File: src/rtl/tsi_pkg.sv
// Package for the pump relay thermal safety interlock.
// Holds command, mode and alert codes, register indexes, reset values and shared structs.
// No dependencies.
package tsi_pkg;

  localparam int unsigned TempW    = 12;
  localparam int unsigned CountW   = 8;
  localparam int unsigned CmdW     = 3;
  localparam int unsigned ModeW    = 2;
  localparam int unsigned AlertW   = 3;
  localparam int unsigned CfgIdxW  = 2;
  localparam int unsigned CfgDataW = 12;

  // 3.0 degree warning hysteresis in 1/16 degree units
  localparam logic signed [TempW:0] HystSixteenths = 13'sd48;

  localparam logic signed [TempW-1:0] CriticalReset = 12'sd960;
  localparam logic signed [TempW-1:0] WarningReset  = 12'sd800;
  localparam logic signed [TempW-1:0] ResumeReset   = 12'sd640;
  localparam logic [CountW-1:0]       CrashReset    = 8'd3;
  localparam logic [CountW-1:0]       CountMax      = 8'hFF;

  typedef enum logic [CmdW-1:0] {
    CmdBoot   = 3'd0,
    CmdCheck  = 3'd1,
    CmdArm    = 3'd2,
    CmdDisarm = 3'd3,
    CmdReset  = 3'd4
  } cmd_e;

  typedef enum logic [ModeW-1:0] {
    ModeNominal = 2'd0,
    ModeWarning = 2'd1,
    ModeLockout = 2'd2
  } mode_e;

  typedef enum logic [AlertW-1:0] {
    AlertNone     = 3'd0,
    AlertCritical = 3'd1,
    AlertWarning  = 3'd2,
    AlertResumed  = 3'd3,
    AlertReset    = 3'd4
  } alert_e;

  typedef enum logic [CfgIdxW-1:0] {
    RegCritical = 2'd0,
    RegWarning  = 2'd1,
    RegResume   = 2'd2,
    RegCrash    = 2'd3
  } reg_idx_e;

  typedef struct packed {
    logic signed [TempW-1:0] critical_level;
    logic signed [TempW-1:0] warning_level;
    logic signed [TempW-1:0] resume_level;
    logic [CountW-1:0]       crash_limit;
  } cfg_t;

  typedef struct packed {
    logic              relay_on;
    logic [ModeW-1:0]  safety_mode;
    logic              accepted;
    logic [AlertW-1:0] alert_code;
    logic              thermal_locked;
    logic              loop_guard;
    logic [CountW-1:0] boots_seen;
  } result_t;

endpackage

File: src/rtl/tsi_cfg_regs.sv
// Configuration registers of the thermal safety interlock: levels and crash limit.
// Depends on tsi_pkg.
module tsi_cfg_regs import tsi_pkg::*; (
  input  logic                clk_i,
  input  logic                rst_ni,
  input  logic                wr_en_i,
  input  logic [CfgIdxW-1:0]  wr_index_i,
  input  logic [CfgDataW-1:0] wr_data_i,
  output cfg_t                cfg_o
);

  cfg_t cfg_q;

  always_ff @(posedge clk_i or negedge rst_ni) begin
    if (!rst_ni) begin
      cfg_q.critical_level <= CriticalReset;
      cfg_q.warning_level  <= WarningReset;
      cfg_q.resume_level   <= ResumeReset;
      cfg_q.crash_limit    <= CrashReset;
    end else if (wr_en_i) begin
      unique case (reg_idx_e'(wr_index_i))
        RegCritical: cfg_q.critical_level <= signed'(wr_data_i[TempW-1:0]);
        RegWarning:  cfg_q.warning_level  <= signed'(wr_data_i[TempW-1:0]);
        RegResume:   cfg_q.resume_level   <= signed'(wr_data_i[TempW-1:0]);
        RegCrash:    cfg_q.crash_limit    <= wr_data_i[CountW-1:0];
        default:     cfg_q <= cfg_q;
      endcase
    end
  end

  assign cfg_o = cfg_q;

endmodule

File: src/rtl/tsi_core.sv
// Interlock state and the per-command next-state logic.
// Depends on tsi_pkg; state advances only when the top level moves an item to the result register.
module tsi_core import tsi_pkg::*; (
  input  logic                    clk_i,
  input  logic                    rst_ni,
  input  logic                    fire_i,
  input  logic [CmdW-1:0]         cmd_i,
  input  logic signed [TempW-1:0] temperature_i,
  input  logic                    temp_valid_i,
  input  cfg_t                    cfg_i,
  output result_t                 result_o
);

  mode_e             mode_q, mode_d;
  logic              lock_q, lock_d;
  logic              safe_q, safe_d;
  logic              alert_sent_q, alert_sent_d;
  logic              relay_q, relay_d;
  logic [CountW-1:0] boots_q, boots_d;
  logic              accepted;
  alert_e            alert;
  logic              below_hyst;

  // t < warning - 48, done as t + 48 < warning at one extra bit
  assign below_hyst = (signed'({temperature_i[TempW-1], temperature_i}) + HystSixteenths)
                      < signed'({cfg_i.warning_level[TempW-1], cfg_i.warning_level});

  always_comb begin
    mode_d       = mode_q;
    lock_d       = lock_q;
    safe_d       = safe_q;
    alert_sent_d = alert_sent_q;
    relay_d      = relay_q;
    boots_d      = boots_q;
    accepted     = 1'b0;
    alert        = AlertNone;
    unique case (cmd_e'(cmd_i))
      CmdBoot: begin
        mode_d       = ModeNominal;
        lock_d       = 1'b0;
        alert_sent_d = 1'b0;
        relay_d      = 1'b0;
        safe_d       = (boots_q >= cfg_i.crash_limit);
        if (boots_q != CountMax) begin
          boots_d = boots_q + 1'b1;
        end
        if (boots_q >= cfg_i.crash_limit) begin
          mode_d = ModeLockout;
          lock_d = 1'b1;
        end
      end
      CmdCheck: begin
        if (!safe_q && temp_valid_i) begin
          if (temperature_i >= cfg_i.critical_level) begin
            if (!lock_q) begin
              relay_d = 1'b0;
              mode_d  = ModeLockout;
              lock_d  = 1'b1;
              alert   = AlertCritical;
            end
          end else if (temperature_i >= cfg_i.warning_level) begin
            if (!alert_sent_q) begin
              mode_d       = ModeWarning;
              alert_sent_d = 1'b1;
              alert        = AlertWarning;
            end
          end else begin
            // auto resume leaves the relay as it is
            if (lock_q && temperature_i <= cfg_i.resume_level) begin
              lock_d       = 1'b0;
              mode_d       = ModeNominal;
              alert_sent_d = 1'b0;
              alert        = AlertResumed;
            end
            if (mode_d == ModeWarning && below_hyst) begin
              mode_d       = ModeNominal;
              alert_sent_d = 1'b0;
            end
          end
        end
      end
      CmdArm: begin
        if (mode_q != ModeLockout && !safe_q) begin
          if (temp_valid_i && temperature_i > cfg_i.critical_level) begin
            relay_d = 1'b0;
            mode_d  = ModeLockout;
            lock_d  = 1'b1;
          end else begin
            relay_d  = 1'b1;
            accepted = 1'b1;
          end
        end
      end
      CmdDisarm: begin
        relay_d = 1'b0;
      end
      CmdReset: begin
        if (!(lock_q && temp_valid_i && temperature_i > cfg_i.resume_level)) begin
          mode_d       = ModeNominal;
          lock_d       = 1'b0;
          safe_d       = 1'b0;
          alert_sent_d = 1'b0;
          boots_d      = '0;
          accepted     = 1'b1;
          alert        = AlertReset;
        end
      end
      default: begin
        accepted = 1'b0;
      end
    endcase
  end

  always_ff @(posedge clk_i or negedge rst_ni) begin
    if (!rst_ni) begin
      mode_q       <= ModeNominal;
      lock_q       <= 1'b0;
      safe_q       <= 1'b0;
      alert_sent_q <= 1'b0;
      relay_q      <= 1'b0;
      boots_q      <= '0;
    end else if (fire_i) begin
      mode_q       <= mode_d;
      lock_q       <= lock_d;
      safe_q       <= safe_d;
      alert_sent_q <= alert_sent_d;
      relay_q      <= relay_d;
      boots_q      <= boots_d;
    end
  end

  assign result_o = '{
    relay_on:       relay_d,
    safety_mode:    mode_d,
    accepted:       accepted,
    alert_code:     alert,
    thermal_locked: lock_d,
    loop_guard:     safe_d,
    boots_seen:     boots_d
  };

endmodule

File: src/rtl/thermal_safety_interlock.sv
// Pump relay thermal safety interlock, top level.
// Usage:
//   Commands enter on the input channel (in_valid_i / in_stall_o) with cmd_i,
//   temperature_i (signed, 1/16 degree C) and temp_valid_i. Each command gives
//   exactly one status result on the output channel (out_valid_o / out_stall_i).
//   A transfer happens on a rising edge with valid high and stall low.
//   Levels and crash limit are written through cfg_valid_i / cfg_ready_o with
//   cfg_index_i and cfg_data_i; cfg_ready_o is always high. Write them only
//   while no command is in flight.
// Timing:
//   A command is held in the input register, and its result is registered
//   in the result register that drives out_valid_o. One command per cycle
//   is sustained while the receiver does not stall; the status logic
//   between input and result register is a single pass of compares and
//   flag updates. When the receiver stalls, the result holds; a command is
//   taken only into an empty input register, and then in_stall_o rises.
// Reset:
//   rst_ni clears the valid flags of both registers, all flags, the boot
//   counter and restores the default levels (960, 800, 640) and crash limit 3.
// Depends on tsi_pkg, tsi_cfg_regs and tsi_core.
module thermal_safety_interlock import tsi_pkg::*; (
  input  logic                    clk_i,
  input  logic                    rst_ni,
  input  logic                    in_valid_i,
  output logic                    in_stall_o,
  input  logic [CmdW-1:0]         cmd_i,
  input  logic signed [TempW-1:0] temperature_i,
  input  logic                    temp_valid_i,
  output logic                    out_valid_o,
  input  logic                    out_stall_i,
  output logic                    relay_on_o,
  output logic [ModeW-1:0]        safety_mode_o,
  output logic                    accepted_o,
  output logic [AlertW-1:0]       alert_code_o,
  output logic                    thermal_locked_o,
  output logic                    loop_guard_o,
  output logic [CountW-1:0]       boots_seen_o,
  input  logic                    cfg_valid_i,
  output logic                    cfg_ready_o,
  input  logic [CfgIdxW-1:0]      cfg_index_i,
  input  logic [CfgDataW-1:0]     cfg_data_i
);

  logic                    in_valid_q;
  logic [CmdW-1:0]         cmd_q;
  logic signed [TempW-1:0] temp_q;
  logic                    temp_valid_q;
  logic                    out_valid_q;
  result_t                 res_q, res_d;
  cfg_t                    cfg;
  logic                    out_ready;
  logic                    fire;
  logic                    in_xfer;

  assign cfg_ready_o = 1'b1;
  assign out_ready   = !out_valid_q || !out_stall_i;
  assign fire        = in_valid_q && out_ready;
  assign in_stall_o  = in_valid_q && !out_ready;
  assign in_xfer     = in_valid_i && !in_stall_o;

  tsi_cfg_regs u_cfg (
    .clk_i      (clk_i),
    .rst_ni     (rst_ni),
    .wr_en_i    (cfg_valid_i),
    .wr_index_i (cfg_index_i),
    .wr_data_i  (cfg_data_i),
    .cfg_o      (cfg)
  );

  tsi_core u_core (
    .clk_i         (clk_i),
    .rst_ni        (rst_ni),
    .fire_i        (fire),
    .cmd_i         (cmd_q),
    .temperature_i (temp_q),
    .temp_valid_i  (temp_valid_q),
    .cfg_i         (cfg),
    .result_o      (res_d)
  );

  always_ff @(posedge clk_i or negedge rst_ni) begin
    if (!rst_ni) begin
      in_valid_q  <= 1'b0;
      out_valid_q <= 1'b0;
    end else begin
      if (in_xfer) begin
        in_valid_q <= 1'b1;
      end else if (fire) begin
        in_valid_q <= 1'b0;
      end
      if (out_ready) begin
        out_valid_q <= fire;
      end
    end
  end

  // payload registers: load on transfer, hold otherwise
  always_ff @(posedge clk_i) begin
    if (in_xfer) begin
      cmd_q        <= cmd_i;
      temp_q       <= temperature_i;
      temp_valid_q <= temp_valid_i;
    end
    if (fire) begin
      res_q <= res_d;
    end
  end

  assign out_valid_o      = out_valid_q;
  assign relay_on_o       = res_q.relay_on;
  assign safety_mode_o    = res_q.safety_mode;
  assign accepted_o       = res_q.accepted;
  assign alert_code_o     = res_q.alert_code;
  assign thermal_locked_o = res_q.thermal_locked;
  assign loop_guard_o     = res_q.loop_guard;
  assign boots_seen_o     = res_q.boots_seen;

endmodule

File: config.mk
export PLATFORM = sky130hd
export DESIGN_NAME = thermal_safety_interlock
export DESIGN_NICKNAME = d
export VERILOG_FILES = /design/src/rtl/tsi_pkg.sv /design/src/rtl/tsi_cfg_regs.sv /design/src/rtl/tsi_core.sv /design/src/rtl/thermal_safety_interlock.sv
export SDC_FILE = /design/constraint.sdc
export NUM_CORES = 1
export LEC_CHECK = 0
export ABC_AREA = 1
export BUFFER_PORTS_ARGS = -buffer_cell sky130_fd_sc_hd__buf_2
export CAP_MARGIN = 20
export CELL_PAD_IN_SITES_DETAIL_PLACEMENT = 0
export CELL_PAD_IN_SITES_GLOBAL_PLACEMENT = 2
export CORE_UTILIZATION = 39
export DETAILED_ROUTE_END_ITERATION = 8
export PLACE_DENSITY_LB_ADDON = 0.1
export SLEW_MARGIN = 10
export SYNTH_ARGS = -nofsm -noshare
export SYNTH_HDL_FRONTEND = slang
export SYNTH_SLANG_ARGS = --single-unit
File: constraint.sdc
create_clock -name clk_i -period 7.5 [get_ports clk_i]
set_input_delay 0.75 -clock clk_i [delete_from_list [all_inputs] [get_ports clk_i]]
set_output_delay 0.75 -clock clk_i [all_outputs]
set_load 0.02 [all_outputs]
Word level (Yosys, flattened, before mapping)
Cells that the tools add are included.
{"block": "totals", "ff_bits": 93, "output_inout_bits": 20}
{"block": "op_classes", "n_addsub": 2, "magnitude_cmp": 7, "eq_ne": 14, "mux": 56, "n_reduce_logical": 26}
{"operator": "$mux W2", "count": 17}
{"operator": "$mux W1", "count": 25}
{"operator": "$ge A12 B12 Y1", "count": 2}
{"operator": "$gt A12 B12 Y1", "count": 2}
{"operator": "$mux W8", "count": 2}
{"operator": "$pmux W8 S2", "count": 1}
{"operator": "$add A12 B7 Y13 const B", "count": 1}
{"operator": "$lt A13 B12 Y1", "count": 1}
{"operator": "$le A12 B12 Y1", "count": 1}
{"operator": "$mux W3", "count": 4}
{"operator": "$logic_and A1 B1 Y1", "count": 10}
{"operator": "$add A8 B1 Y8 const B", "count": 1}
{"operator": "$ge A8 B8 Y1", "count": 1}
{"operator": "$ne A8 B8 Y1 const B", "count": 1}
{"operator": "$pmux W2 S4", "count": 1}
{"operator": "$reduce_and A2 Y1", "count": 4}
{"operator": "$eq A3 B2 Y1 const B", "count": 2}
{"operator": "$ne A2 B2 Y1 const B", "count": 3}
{"operator": "$pmux W1 S3", "count": 2}
{"operator": "$pmux W3 S2", "count": 1}
{"operator": "$reduce_and A6 Y1", "count": 1}
{"operator": "$logic_not A1 Y1", "count": 5}
{"operator": "$eq A2 B1 Y1 const B", "count": 2}
{"operator": "$eq A2 B2 Y1 const B", "count": 2}
{"operator": "12 further kinds", "count": 13}

Longest topological paths before layout
Gate-level depths: netlist (run 1).
{"block": "depth", "word_depth": 14, "depth_mapped": 22, "ltp_nobuf": 22}

By module
From an unflattened synthesis (run 1), not the netlist that was laid out.
{"block": "hier_totals", "cells_unflattened": 715, "hier_area_um2": 5910.7}
{"module": "tsi_core", "instances": 1, "cells_per_inst": 470, "area_per_inst_um2": 3002.9, "seq_area_each_um2": 350.3}
{"module": "tsi_cfg_regs", "instances": 1, "cells_per_inst": 198, "area_per_inst_um2": 1810.5, "seq_area_each_um2": 1114.8}
{"module": "thermal_safety_interlock", "instances": 1, "cells_per_inst": 47, "area_per_inst_um2": 1097.3, "seq_area_each_um2": 1041.0}

Least setup slack after synthesis (run 1)
No wires, ideal clock.
{"block": "synth_path", "path_kind": "reg-to-reg", "start": "reg temp_q[4]", "end": "reg res_q (netlist bit safety_mode_o[0]), data pin", "setup_time_ns": 0.258, "arrival_ns": 2.374, "required_time_ns": 7.242, "setup_slack_ns": 4.869, "stages_incl_launch_ff": 20, "n_path_buf": 0, "cell_sequence": "edfxtp_1 -> inv_1 -> ha_1 -> nor3_1 -> nand3_1 -> xor2_1 -> inv_1 -> ha_1 -> a21oi_1 -> o21bai_1 -> nor2_1 -> nand2_1 -> nand2_1 -> nand3_1 -> nand3_1 -> nand2_1 -> nand2_1 -> nand2_1 -> nand2_1 -> nand2_1"}
{"element": "start: declaration", "line": "thermal_safety_interlock.sv:46", "source": "logic signed [TempW-1:0] temp_q;"}
{"element": "start signal: assignment", "line": "thermal_safety_interlock.sv:101", "source": "temp_q <= temperature_i;"}
{"element": "end signal: assignment", "line": "thermal_safety_interlock.sv:105", "source": "res_q <= res_d;"}
{"element": "end: declaration", "line": "thermal_safety_interlock.sv:49", "source": "result_t res_q, res_d;"}

==> results of run 1 <==
-- cell usage after synthesis, drive strengths merged, types with 4 or more instances --
master    n
nand2   181
inv     133
o21ai    74
ha       55
dfrtp    49
edfxtp   33
nor2     33
nand3    30
a21oi    23
nand4    12
dfstp    11
clkbuf    7
nor3      4
xor2      4
-- final timing paths --
check,startpoint,end,slack (ns)
max reg2reg,temp_q[4],safety_mode_o[0],4.59
min reg2reg,u_cfg.cfg_o[9],u_cfg.cfg_o[9],0.49
max,temp_q[4],safety_mode_o[0],4.59
min in group asynchronous,rst_ni,u_cfg.cfg_o[30],0.58
max in group asynchronous,rst_ni,u_core.boots_q[2],6.35
min,u_cfg.cfg_o[9],u_cfg.cfg_o[9],0.49
-- per-stage QoR --
stage	std cells	hold WS, ns
floorplan	671	0.453
detailed placement	896	0.473
finish	912	0.487
global route	912	0.513
global placement	896	0.466
CTS	912	0.491
-- kinds of logic after synthesis --
| family | Yosys count |
|---|---|
| adder cells (fa/ha/maj) | 55 |
| buffers and inverters | 143 |
| flip-flops | 93 |
| other | 1 |
| AND/OR/NAND/NOR | 264 |
| AO/OA/AOI/OAI | 109 |
| XOR/XNOR | 6 |
-- per-layer routing --
layer  routed length, µm  GRT usage (%)
met1                6800           28.2
met2                5550           29.2
met3                 296           3.24
met4                 153           5.79
met5                   0              0
-- power groups by stage --
stage	logic, W	registers, W	clock network [W]
after CTS	0.000514	0.000704	0.000448
after global placement	0.000506	0.000711	0
final	0.000505	0.000703	0.000432
after detailed placement	0.000511	0.000713	0
after floorplan	0.000358	0.000712	0
after global routing	0.000593	0.000717	0.000465
-- cell type report --
type | instances | area [µm²] | area share [%]
Timing Repair Buffer | 55 | 280 | 4.45
Sequential cell | 93 | 2510 | 39.8
Multi-Input combinational cell | 435 | 2510 | 39.9
Tap cell | 180 | 225 | 3.58
Inverter | 133 | 502 | 7.97
Clock buffer | 10 | 229 | 3.64
Clock inverter | 6 | 45.0 | 0.715
-- state kept, by name, summed over array words and instances, names as in the netlist, 2 cells and up --
signal / cells
u_core.mode_q: 2
u_cfg.cfg_o: 44
cmd_q: 3
temp_q: 12
boots_seen_o: 8
u_core.boots_q: 8
safety_mode_o: 2
alert_code_o: 3
-- critical path: cells and delay by family, from the launching register on --
family / cells / cell delay, ns
simple gates: 12 / 1.18
xor+xnor: 1 / 0.17
buf+inv: 2 / 0.16
flops: 1 / 0.41
compound gates: 2 / 0.21
fa+ha+maj: 2 / 0.52
==> qor.yml, run 1 <==
status: "finished clean"
die_x_um: 121
ctsResizeCount: 0
diodes: 0
fin_area_um2: 6300
wl_mm: 12.8
routabilityCongestion: 0.805
synth_compound_area_share_pct: 11.1
powerDensity_nw_per_um2: 260
yosys.area_share.simple_pct: 20.7
setup_tns_ns: 0
clockPowerShare_pct: 26.3
ant_nets: 0
initial_core_util_pct: 40.1
ys_seq_area_share_pct: 45.1
fin_nets: 817
p_sw_w: 0.000593
cp.required_ns: 7.60
grt_pass1_wl_mm: 21.4
start_kind: "flip-flop"
vias: 4312
synth_top_area_share_pct: 22.0
cts_setup_buffers: 0
wl_per_cell_um: 14.0
num_io_pins: 55
max_freq_mhz: 344
period_minus_slack_ns: 2.91
post-route-util_pct: 45.4
synth_fa_ha_area_share_pct: 12.4
combPwrFrac_pct: 30.8
worstSetupPathType: "reg2reg"
ctsRootBufferMaster: "clkbuf_16"
slew_headroom_pct: 43.1
synth_top_family_by_area: "simple AND/OR/NAND/NOR gates"
async_flop_share_pct: 64.5
grt_pass1_vias: 4208
arrival_ns: 3.01
crit_slowest_cell: "edfxtp_1"
power_leakage_nw: 3.20
syn_to_final_growth_pct: 13.2
rsz0062_at_grt: "no"
final-max-slew-violation-count: 0
skew_ns: 0.00706
cp_common_cell: "nand2_1"
die-area_um2: 14700
ir_drop_v: 0.000134
seqPwrFrac_pct: 42.9
min_path_cells: 2
reg2reg_depth: 19
synth.distinct_cells: 42
grt_max_degree: 61
setup_viol: 0
viasPerCell: 4.73
swShare_pct: 36.2
finalHoldViolCount: 0
dieHeight_um: 121
crit_chain: "inv_1 > ha_1 > nor3_1 > nand3_1 > xor2_1 > inv_1 > ha_1 > a21oi_1 > o21bai_1 > nor2_1 > nand2_1 > nand2_1 > nand3_1 > nand3_1 > nand2_1 > nand2_1 > nand2_1 > nand2_1 > nand2_1"
fin_total_pwr_w: 0.00164
clkSinkCount: 93
synthFlopType: "dfrtp_1"
postCtsHoldBufs: 0
min_path_type: "reg2reg"
core_area_um2: 13900
clockBufferDepth: 2
synth-xor-area-share_pct: 0.945
max_stage_delay_ns: 0.41
drc_errors: 0
io_buffers: 53
placed_cell_area_um2: 6020
worstMarginPinSlew_ns: 0.853
final_common_cell: "nand2_1"
ys_top_cells_by_area: "dfrtp_1 22%, edfxtp_1 18%, ha_1 12%, nand2_1 12%, inv_1 8.8%"
num-fill-cells: 1412
drive_gt1_share_pct: 14.9
cts-buffers-inserted: 9
syn_area_um2: 5560
hpwl_mm: 9.79
postSynthNetCount: 761
grt-ovfl-total: 0
drt_iter0_markers: 281
pre_cts_ws_ns: 4.60
syn_avg_cell_area_um2: 8.29
critical_path.max_fanout: 4
ys_warn_count: 0
fin_ws_ns: 4.59
firstDrtPassIters: 4
row_count: 43
cts_tree: "done"
clkLatencyLatePin_ns: 0.35
synthMuxAreaShare_pct: 0
final.period_utilization_pct: 38.8
grt_usage_pct: 19.4
antenna_found_initial: 0
p_int_w: 0.00105
synth_seq_cells: 93
cts.htree.levels: 3
maxCapViolCount: 0
synth_cells: 671
final_cell_mix: "177 x nand2_1, 131 x inv_1, 55 x ha_1, 54 x o21ai_0, 53 x buf_2"
synth_edf_count: 33
netlist.top_cell.by_area: "dfrtp_1"
cp-end-kind: "flip-flop"
clk_pin_slew_ns: 0.07
(Power assumes the default switching activity.)
==> inputs of run 2 (changes only) <==
- CORE_UTILIZATION: 39 -> 36
- clock period: 7.5 -> 2.7 ns (I/O delays scaled with it)
==> run 2 against run 1 <==
Net effect:
- hold slack got worse by 0.49 ns
- sequential cell count unchanged
- critical path depth increased by 1
- setup slack got worse by 4.6 ns
- sequential power increased to 2.8 times the previous value
- utilization decreased by 2.4 points
- largest power group unchanged
- the run now ends with negative hold slack left
- cell area increased by 3.5%
- die area increased by 8.2%
==> qor.yml, run 2 (synthesized netlist as in run 1, its figures left out) <==
status: "finished with violations"
violations: "negative hold slack"
crit_chain: "inv_2 > ha_2 > nor3_2 > buf_4 > nand3_1 > xor2_1 > inv_1 > ha_4 > a21oi_2 > o21bai_1 > nor2_2 > nand2_1 > nand2_1 > nand3_2 > nand3_2 > nand2_1 > nand2_1 > nand2_1 > nand2_1 > nand2_1"
finalHoldViolCount: 6
antenna_found_initial: 0
start_kind: "flip-flop"
drive_gt1_share_pct: 18.3
num_io_pins: 55
die_x_um: 126
setup_viol: 0
diodes: 0
crit_slowest_cell: "edfxtp_1"
grt_usage_pct: 18.0
rsz0062_at_grt: "yes"
largest_reg_flops: 44
firstDrtPassIters: 4
die-area_um2: 16000
ant_nets: 0
holdWs_ns: -0.00589
pre_cts_ws_ns: -0.0469
syn_to_final_growth_pct: 17.1
skew_ns: 0.00956
clkSinkCount: 93
fin_nets: 827
final.period_utilization_pct: 98.5
powerDensity_nw_per_um2: 720
drt_iter0_markers: 255
min_path_type: "in2async"
num-fill-cells: 1554
cp-end-kind: "flip-flop"
vias: 4444
final_common_cell: "nand2_1"
ir_drop_v: 0.000515
critical_path.max_fanout: 3
period_minus_slack_ns: 2.66
wl_mm: 13.3
fin_cells: 930
post-route-util_pct: 43.0
routabilityCongestion: 0.811
dieHeight_um: 126
cts_tree: "done"
clkLatencyLatePin_ns: 0.35
cts.htree.levels: 3
hpwl_mm: 10.1
worstSetupPathType: "reg2reg"
slew_headroom_pct: 41.7
viasPerCell: 4.78
worstMarginPinSlew_ns: 0.873
max_freq_mhz: 376
grt-ovfl-total: 0
power_leakage_nw: 3.28
cp_common_cell: "nand2_1"
grt_pass1_vias: 4392
setup_tns_ns: 0
maxCapViolCount: 0
clockBufferDepth: 2
io_buffers: 53
dp.cells: 911
cp.required_ns: 2.80
final_cell_mix: "177 x nand2_1, 129 x inv_1, 54 x o21ai_0, 53 x buf_2, 51 x ha_1"
initial_core_util_pct: 36.7
grt_pass1_wl_mm: 22.2
wl_per_cell_um: 14.3
drc_errors: 0
cts-buffers-inserted: 9
max_stage_delay_ns: 0.41
final-max-slew-violation-count: 0
fin_ws_ns: 0.0405
ctsRootBufferMaster: "clkbuf_16"
arrival_ns: 2.76
clk_pin_slew_ns: 0.07
grt_max_degree: 34
core_area_um2: 15100
postCtsHoldBufs: 0
row_count: 45
run 2: layout make-up:
type                    count  area (µm²)  share of cell area, %
clock buffers              11         254                   3.90
clock inverters             5        41.3                  0.634
inverters                 133         502                   7.70
multi-input cells         435        2610                   40.0
flip-flops and latches     93        2510                   38.5
well taps                 188         235                   3.61
repair buffers             65         372                   5.70
run 2: final timing paths:
kind,startpoint,to,slack [ns],cells after the start
setup / recovery,temp_q[5],safety_mode_o[0],0.04,20
hold / removal,rst_ni,u_cfg.cfg_o[42],-0.006,1
setup reg to reg,temp_q[5],safety_mode_o[0],0.04,20
hold reg to reg,u_cfg.cfg_o[9],u_cfg.cfg_o[9],0.49,2
max in group asynchronous,rst_ni,u_cfg.cfg_o[28],2.01,2
min in group clk_i,temperature_i[1],temp_q[1],0.09,1
run 2: per-stage QoR:
step                      cell area [µm²]  hold WS [ns]  power (W)
after floorplan                      5560       -0.0256    0.00297
after global placement               6100         0.397    0.00339
after detailed placement             6100         0.390    0.00341
after CTS                            6420       0.00717    0.00472
after global routing                 6520        0.0404    0.00509
final                                6520      -0.00589    0.00469
run 2: metal layers:
metal / up-vias / global-route usage (%) / part of all wire (%)
met5: - / 0 / 0
li1: 2288 / - / -
met2: 71 / 29.0 / 46
met3: 6 / 4.22 / 3.8
met4: 0 / 3.97 / 0.74
met1: 2079 / 24.8 / 49
run 2: repair_timing:
action | 4_1_cts | 5_1_grt
buffers inserted | 1 | 2
pin swaps | 1 | 20
resized for setup | 4 | 15
endpoints found under the setup margin | 2 | 3
run 2: critical path: cells and delay by family (launching register included):
family / cells / cell delay, ns
AO/OA/AOI/OAI: 2 / 0.22
XOR/XNOR: 1 / 0.17
buffers and inverters: 3 / 0.34
adder cells (fa/ha/maj): 2 / 0.42
flip-flops: 1 / 0.41
AND/OR/NAND/NOR: 12 / 0.84
run 2: power breakdown:
group          switching [W]  internal [W]  total (W)
clock network       0.000584      0.000692    0.00128
registers           0.000187       0.00176    0.00195
logic               0.000919      0.000550    0.00147
total                0.00169       0.00300    0.00469
